==> config.mk <==
export PLATFORM = sky130hd
export DESIGN_NAME = trm_ctrl
export DESIGN_NICKNAME = d
export VERILOG_FILES = /design/src/sv/trm_pkg.sv /design/src/sv/trm_ctrl.sv
export VERILOG_INCLUDE_DIRS = /design/src /design/src/sv
export SDC_FILE = /design/constraint.sdc
export NUM_CORES = 1
export LEC_CHECK = 0
export BUFFER_PORTS_ARGS = -buffer_cell sky130_fd_sc_hd__buf_2
export CAP_MARGIN = 20
export CELL_PAD_IN_SITES_DETAIL_PLACEMENT = 1
export CELL_PAD_IN_SITES_GLOBAL_PLACEMENT = 2
export CORE_UTILIZATION = 22
export DETAILED_ROUTE_END_ITERATION = 8
export GPL_TIMING_DRIVEN = 1
export HOLD_SLACK_MARGIN = 0.06
export PLACE_DENSITY = 0.86
export SLEW_MARGIN = 30
export SYNTH_ARGS = -nofsm -noshare
export SYNTH_HDL_FRONTEND = slang
export SYNTH_SLANG_ARGS = --single-unit
==> constraint.sdc <==
create_clock -name clk -period 2 [get_ports clk]
set_input_delay 0 -clock clk [delete_from_list [all_inputs] [get_ports clk]]
set_output_delay 0 -clock clk [all_outputs]
set_load 0.01 [all_outputs]
==> src/sv/tolerance_row_merge_unit_defines.svh <==
// Assertion macros shared by the tolerance row merge modules
`ifndef TOLERANCE_ROW_MERGE_UNIT_DEFINES_SVH
`define TOLERANCE_ROW_MERGE_UNIT_DEFINES_SVH

// Check that cons holds in the same cycle as ante
`define TRM_ASSERT_IMPL(name, ante, cons, msg) \
  name: assert property (@(posedge clk) disable iff (!rst_n) (ante) |-> (cons)) \
    else $error(msg);

// Check that cons holds in the cycle after ante
`define TRM_ASSERT_NEXT(name, ante, cons, msg) \
  name: assert property (@(posedge clk) disable iff (!rst_n) (ante) |=> (cons)) \
    else $error(msg);

`endif

==> src/sv/trm_pkg.sv <==
// Shared constants, types and command/status structs of the tolerance row merge unit
package trm_pkg;

  localparam int MAX_ROWS    = 16;
  localparam int MAX_COLUMNS = 8;
  localparam int ROW_W       = 4;
  localparam int COL_W       = 3;
  localparam int ADDR_W      = ROW_W + COL_W;
  localparam int DIST_W      = 32;
  localparam int WGT_W       = 17;
  localparam int WSUM_W      = WGT_W + 1;
  localparam int CNT_W       = 5;
  localparam int RIU_W       = 5;
  localparam int CIU_W       = 4;
  localparam int LBL_W       = 4;
  localparam int SUM_W       = DIST_W + ROW_W;
  localparam int STEP_W      = $clog2(SUM_W);
  localparam int MODE_W      = 2;
  localparam int CFG_IDX_W   = 2;

  localparam logic [WGT_W-1:0] WEIGHT_ONE = WGT_W'(65536);

  // Configuration register indexes
  localparam logic [CFG_IDX_W-1:0] CFG_TOLERANCE = CFG_IDX_W'(0);
  localparam logic [CFG_IDX_W-1:0] CFG_ROWS      = CFG_IDX_W'(1);
  localparam logic [CFG_IDX_W-1:0] CFG_COLUMNS   = CFG_IDX_W'(2);

  typedef enum logic [MODE_W-1:0] {
    MODE_LOAD        = 2'd0,
    MODE_MERGE       = 2'd1,
    MODE_READ_MERGED = 2'd2,
    MODE_READ_LABEL  = 2'd3
  } mode_t;

  // Commands from the controller to the datapath
  typedef struct packed {
    logic  load_wr;
    logic  rd_latch;
    logic  push;
    mode_t resp_mode;
    logic  merge_init;
    logic  skip_i;
    logic  open_i;
    logic  close_group;
    logic  skip_j;
    logic  cmp_start;
    logic  cmp_issue;
    logic  decide;
    logic  form_done;
    logic  pass_start;
    logic  avg_issue;
    logic  div_start;
    logic  md_write;
  } trm_cmd_t;

  // Status from the datapath to the controller
  typedef struct packed {
    logic i_end;
    logic i_last;
    logic i_claimed;
    logic j_end;
    logic j_claimed;
    logic c_last;
    logic g_end;
    logic div_busy;
    logic div_done;
  } trm_stat_t;

endpackage

==> src/sv/trm_ctrl.sv <==
// Controller state machine sequencing loads, reads and the greedy merge
`include "tolerance_row_merge_unit_defines.svh"

module trm_ctrl (
  input  logic                       clk,
  input  logic                       rst_n,
  input  logic                       in_valid,
  output logic                       in_ready,
  input  logic [trm_pkg::MODE_W-1:0] in_mode,
  output logic                       out_valid,
  input  logic                       out_ready,
  input  trm_pkg::trm_stat_t         st,
  output trm_pkg::trm_cmd_t          cmd
);
  import trm_pkg::*;

  typedef enum logic [3:0] {
    ST_IDLE,
    ST_CLEAR,
    ST_SCAN_I,
    ST_SCAN_J,
    ST_CMP,
    ST_CMP_WAIT,
    ST_DECIDE,
    ST_FORM_DONE,
    ST_AVG_START,
    ST_AVG_SCAN,
    ST_AVG_WAIT,
    ST_AVG_DIV,
    ST_DIV_WAIT,
    ST_RESP
  } state_t;

  state_t state_r, state_nxt;
  mode_t  mode_r, mode_nxt;
  logic   out_valid_r, out_valid_nxt;
  mode_t  in_mode_e;
  logic   in_xfer;

  assign in_mode_e = mode_t'(in_mode);
  assign in_ready  = (state_r == ST_IDLE);
  assign in_xfer   = in_valid && in_ready;

  // Decode next state and commands
  always_comb begin
    state_nxt     = state_r;
    mode_nxt      = mode_r;
    out_valid_nxt = out_valid_r && !out_ready;
    cmd           = '0;
    cmd.resp_mode = mode_r;
    case (state_r)
      ST_IDLE: begin
        if (in_xfer) begin
          mode_nxt = in_mode_e;
          case (in_mode_e)
            MODE_LOAD:  cmd.load_wr = 1'b1;
            MODE_MERGE: state_nxt = ST_CLEAR;
            MODE_READ_MERGED, MODE_READ_LABEL: begin
              cmd.rd_latch = 1'b1;
              state_nxt    = ST_RESP;
            end
            default: state_nxt = ST_IDLE;
          endcase
        end
      end
      ST_CLEAR: begin
        cmd.merge_init = 1'b1;
        state_nxt      = ST_SCAN_I;
      end
      // Walk opening rows
      ST_SCAN_I: begin
        if (st.i_end) begin
          state_nxt = ST_FORM_DONE;
        end else if (st.i_claimed) begin
          cmd.skip_i = 1'b1;
        end else begin
          cmd.open_i = 1'b1;
          state_nxt  = ST_SCAN_J;
        end
      end
      // Walk candidate rows after the opening row
      ST_SCAN_J: begin
        if (st.j_end) begin
          cmd.close_group = 1'b1;
          state_nxt       = ST_SCAN_I;
        end else if (st.j_claimed) begin
          cmd.skip_j = 1'b1;
        end else begin
          cmd.cmp_start = 1'b1;
          state_nxt     = ST_CMP;
        end
      end
      ST_CMP: begin
        cmd.cmp_issue = 1'b1;
        if (st.c_last) begin
          state_nxt = ST_CMP_WAIT;
        end
      end
      ST_CMP_WAIT: state_nxt = ST_DECIDE;
      ST_DECIDE: begin
        cmd.decide = 1'b1;
        state_nxt  = ST_SCAN_J;
      end
      ST_FORM_DONE: begin
        cmd.form_done = 1'b1;
        state_nxt     = ST_AVG_START;
      end
      // Average each group column by column
      ST_AVG_START: begin
        if (st.g_end) begin
          state_nxt = ST_RESP;
        end else begin
          cmd.pass_start = 1'b1;
          state_nxt      = ST_AVG_SCAN;
        end
      end
      ST_AVG_SCAN: begin
        cmd.avg_issue = 1'b1;
        if (st.i_last) begin
          state_nxt = ST_AVG_WAIT;
        end
      end
      ST_AVG_WAIT: state_nxt = ST_AVG_DIV;
      ST_AVG_DIV: begin
        cmd.div_start = 1'b1;
        state_nxt     = ST_DIV_WAIT;
      end
      ST_DIV_WAIT: begin
        if (st.div_done) begin
          cmd.md_write = 1'b1;
          state_nxt    = ST_AVG_START;
        end
      end
      // Hand the result to the output register once it is free
      ST_RESP: begin
        if (!out_valid_r || out_ready) begin
          cmd.push      = 1'b1;
          out_valid_nxt = 1'b1;
          state_nxt     = ST_IDLE;
        end
      end
      default: state_nxt = ST_IDLE;
    endcase
  end

  // Hold state and registered outputs
  always_ff @(posedge clk) begin
    if (!rst_n) begin
      state_r     <= ST_IDLE;
      mode_r      <= MODE_LOAD;
      out_valid_r <= 1'b0;
    end else begin
      state_r     <= state_nxt;
      mode_r      <= mode_nxt;
      out_valid_r <= out_valid_nxt;
    end
  end

  assign out_valid = out_valid_r;

  `TRM_ASSERT_IMPL(a_div_start_idle, cmd.div_start, !st.div_busy, "divider started while busy")
  `TRM_ASSERT_NEXT(a_div_start_runs, cmd.div_start, st.div_busy, "divider did not start")

endmodule

**Yosys cells after proc, flatten, opt, wreduce, memory -nomap -nowiden**

Index checks and enable logic that the tools add are counted.

- Input bits: 15
- Output and inout port bits: 20
- Word-level logic and storage cells: 76
- Flip-flop bits (word level): 7

- Muxes and demuxes: 39
- Equal/unequal tests: 24
- Reduce and logical (&&, ||, !) cells: 10

Operator list:

| cell | number |
|---|---|
| $pmux W4 S14 | 1 |
| $mux W4 | 9 |
| $eq A4 B4 Y1 const B | 6 |
| $mux W1 | 21 |
| $eq A4 B3 Y1 const B | 4 |
| $mux W2 | 5 |
| $eq A4 B2 Y1 const B | 2 |
| $ne A2 B2 Y1 const B | 4 |
| $pmux W4 S2 | 1 |
| $reduce_and A8 Y1 | 1 |
| $mux W3 | 2 |
| $ne A3 B3 Y1 const B | 2 |
| $eq A2 B2 Y1 const B | 2 |
| $eq A4 B1 Y1 const B | 1 |
| $logic_not A4 Y1 | 1 |
| $ne A3 B1 Y1 const B | 1 |
| $eq A2 B1 Y1 const B | 1 |
| $logic_and A1 B1 Y1 | 2 |
| $logic_not A1 Y1 | 2 |
| $logic_not A2 Y1 | 1 |
| $ne A2 B1 Y1 const B | 1 |
| $reduce_and A2 Y1 | 1 |
| $reduce_or A2 Y1 | 1 |
| $logic_or A1 B1 Y1 | 1 |

**Longest topological paths before layout**

- Depth in word-level cells: 5
- Mapped depth: 6
- Mapped depth without buffers: 5

**Worst setup path before layout**

Ideal clock, no wire load.

- Path kind: reg-to-reg
- From: reg state_r[3]
- To: reg state_r[0]
- Period minus slack after synthesis: 1,494 ps
- Required time: 1,934 ps
- Cell stages (with the launch flop): 7
- Path slack: 506 ps
- Data arrival time: 1,428 ps
- Buffers on the path: 1
- Library setup time: 66 ps
- Path through: dfxtp_1 -> or2_1 -> buf_6 -> nor4b_4 -> nor4_4 -> nand2b_4 -> a21oi_2

- Cells in the longest elaborated chain, start to end: 4
- Elaborated cells on any way between the ends: 25
- Classes of those cells: 21 x eq/ne; 1 x mux; 3 x reduce/logical

RTL lines:

| item | RTL line | source |
|---|---|---|
| start, declared | trm_ctrl.sv:34 | `state_t state_r, state_nxt;` |
| start signal, assigned | trm_ctrl.sv:153 | `state_r <= state_nxt;` |
| $logic_not A4 Y1 | trm_ctrl.sv:41, trm_ctrl.sv:51 |  |
| $logic_and A1 B1 Y1 | trm_ctrl.sv:42 | `assign in_xfer = in_valid && in_ready;` |
| $ne A2 B1 Y1 (no source line) | n/a |  |
| $reduce_and A8 Y1 (no source line) | n/a |  |

Parallel ways exist; a longest one is shown, timed or not.
A chain may end at the register's enable or synchronous reset.

**Final worst setup path**

- From: reg state_r[2]
- To: reg state_r[2]

Same word-level chain as after synthesis.

==> run summary <==
Routed Antenna Nets: 0
Net Count, Synth: 93
Syn avg cell area: 7.96 um^2
Largest net degree at the start of global routing: 15
Yosys reg bits: 7
Fin area: 861 um^2
Worst-path clk slew: 0.05 ns
I/O pins: 35
Sequential element share of the synthesized area: 0.226
CP Data Arrival Time: 1.91 ns
Synth top area cells: dfxtp_1 (23%), a21oi_1 (7.3%), nor2_1 (7.3%)
Full die area: 3040 um^2
DR pass1 iterations: 4
CTS Sinks: 7
Global route total overflow: 0
Post-CTS resize count: 0
Slowest-stage cell, CP: dfxtp_1
Post-synthesis cell count: 78
Least-Margin Pin Slew: 0.493 ns
Row Count: 18
CTS tree: built
Nets: 131
Largest family of logic cells by synthesized area: simple AND/OR/NAND/NOR gates
Status: completed
Internal power: 0.539 mW
First-pass GRT wire length: 3.13 mm
Clk pwr share: 0.125
DRC violation total after the first TritonRoute iteration: 15
Starting Density: 0.242
Crit path cell chain: or2_1 > nor4_4 > nor4_4 > a21oi_1 > a311oi_1
CP Data Required Time: 2.17 ns
Sequential share of power: 0.248
Crit Path Max Fanout: 7
Min Tclk post-route: 1.75 ns
Synthesized cell area: 621 um^2
Power Density: 1220 nW/um^2
Top Family by Delay on Critical Path: simple AND/OR/NAND/NOR gates
Critical Path Max Stage Delay: 0.42 ns
Cell taking the most area after synthesis: dfxtp_1
Multi-input logic area: 438 um^2
RSZ-0062 raised after global routing: false
Worst min path class: primary input to register
Worst Setup End Kind: register
Crit start category: register
CTS Root Cell: clkbuf_4
Post-Synth Simple-Gate Area: 0.474
Comb power frac: 0.627
Overall Global Routing Usage: 0.147
H-tree level count: 1
Vias post-DR: 744
Area grow syn2layout: 38.7%
Post-Synth XOR/XNOR Area: 0
Hold slack: 0.0913 ns
WL/cell: 13.7 um
Peak VDD IR: 0.419 mV
Die height: 55.1 um
Crit Path Class: register to register
Proportion of layout cells with a drive suffix above 1: 0.391
Clk Latency, worst-skew pair: 0.26 ns
Die W: 55.1 um
Setup slack after layout: 0.251 ns
Setup tns final: 0 ns
Synth warnings: 0
Final Hold Viols: 0
Drt via density: 5.13
Reg2Reg Setup Slack: 0.25 ns
Tcrit/Tclk final: 0.874
Net Sw Frac: 0.485
Register Area: 140 um^2
Bufs on Longest Clock Path: 2
Synth Area in Compound Gates: 0.200
Num CTS Buffers: 3
Initial antenna violation count: 0
Synth Area in Adders: 0
Hpwl dp: 1.57 mm
Max Cap Viol: 0
Core ar.: 2570 um^2
Slew margin rel.: 0.671
Drt total wl: 1.99 mm
Final Setup Violations: 0
N_diodes: 0
Area post-placement: 815 um^2
FMAX: 572 MHz
Static Leak: 0.413 nW
Number of fill cells: 353
CP Buf/Inv Count: 0
Worst path most repeated cell: nor4_4
Fin Clk Skew: 0.00190 ns
DR DRC count: 0
Port bufs: 33
Post-synthesis cell type count: 34
Mux cell area share after synthesis: 0.0323
P_sw: 0.508 mW
Place WS: 0.267 ns
GP Congestion: 0.719
Vias in the first global route: 717
Synth top area share: 0.226
Number of max-slew violations in the final report: 0
-- cells in the mapped netlist, drive strengths merged --
cell	count
nor4b	1
a31oi	1
nand4bb	1
nand2b	6
o21ai	2
a311oi	1
dfxtp	7
and2	1
nand4b	2
o22a	1
or2	1
clkbuf	2
o221a	1
a21oi	11
and4	1
nor4	6
nor2b	1
or2b	1
nor3	3
o32ai	1
or4b	1
inv	3
nor2	12
buf	3
a21o	1
nand3	2
nand2	2
mux2i	2
and3	1
-- stage by stage --
step                std cells   util  power [mW]
floorplan                  78      -       0.737
global placement          139  0.317       0.901
detailed placement        139  0.317       0.917
CTS                       145  0.335        1.06
global route              145  0.335        1.13
finish                    145  0.335        1.05
-- worst reg2reg max path: stages, from the launching register on --
cell and delay, ns:
dfxtp_1 0.42, or2_1 0.35, nor4_4 0.11, nor4_4 0.40
a21oi_1 0.13, a311oi_1 0.25
-- path summary, 6_finish.rpt --
| check | startpoint | cells past startpoint | to |
|---|---|---|---|
| min | out_ready | 3 | out_valid |
| max | state_r[2] | 5 | state_r[2] |
| min reg2reg | mode_r[1] | 2 | mode_r[1] |
| max reg2reg | state_r[2] | 5 | state_r[2] |
-- layer usage --
layer / part of all wire / routed length, um / up-vias / GRT usage
li1: - / - / 366 / -
met1: 0.44 / 873 / 355 / 0.168
met3: 0.057 / 113 / 2 / 0.0546
met4: 0.0065 / 13 / 0 / 0.0458
met5: 0 / 0 / - / 0
met2: 0.50 / 989 / 21 / 0.251
-- sequential cells by signal, summed over array words and instances (netlist names) --
name,cells
out_valid,1
state_r,4
mode_r,2
-- power by group through the flow --
stage | combinational (mW) | clock (mW) | sequential [mW]
finish | 0.657 | 0.131 | 0.260
global route | 0.719 | 0.146 | 0.269
CTS | 0.661 | 0.139 | 0.260
detailed placement | 0.655 | 0 | 0.262
global placement | 0.640 | 0 | 0.261
floorplan | 0.513 | 0 | 0.224
-- kinds of logic after synthesis --
| family | count (synthesis) |
|---|---|
| buffers and inverters | 8 |
| multiplexers | 2 |
| AO/OA/AOI/OAI | 19 |
| flip-flops | 7 |
| AND/OR/NAND/NOR | 42 |
-- cell usage in the layout, fill, tap and decap left out --
cell type and instances:
a21o_1 1, a21oi_1 9, a21oi_2 2, a311oi_1 1
a31oi_1 1, and2_1 1, and3_1 1, and4_1 1
buf_2 33, buf_4 3, clkbuf_1 1, clkbuf_4 3
dfxtp_1 7, dlygate4sd3_1 2, inv_1 3, mux2i_1 2
nand2_1 2, nand2b_1 5, nand2b_4 1, nand3_1 2
nand4b_1 2, nand4bb_1 1, nor2_1 12, nor2b_1 1
nor3_1 3, nor4_1 4, nor4_4 2, nor4b_4 1
o21ai_0 2, o221a_1 1, o22a_1 1, o32ai_1 1
or2_1 1, or2b_1 1, or4b_1 1
-- what timing repair did --
action / in CTS / in global routing
hold buffers: 2 / 0
buffers inserted: 0 / 0
hold endpoints to repair: 2 / 0
-- layout make-up --
| type | instances | share of cell area |
|---|---|---|
| clock buffer | 4 | 0.0305 |
| inverter | 3 | 0.0131 |
| multi-input combinational | 63 | 0.509 |
| sequential | 7 | 0.163 |
| tap | 30 | 0.0436 |
| timing repair buffer | 38 | 0.241 |
(Power assumes the default switching activity.)
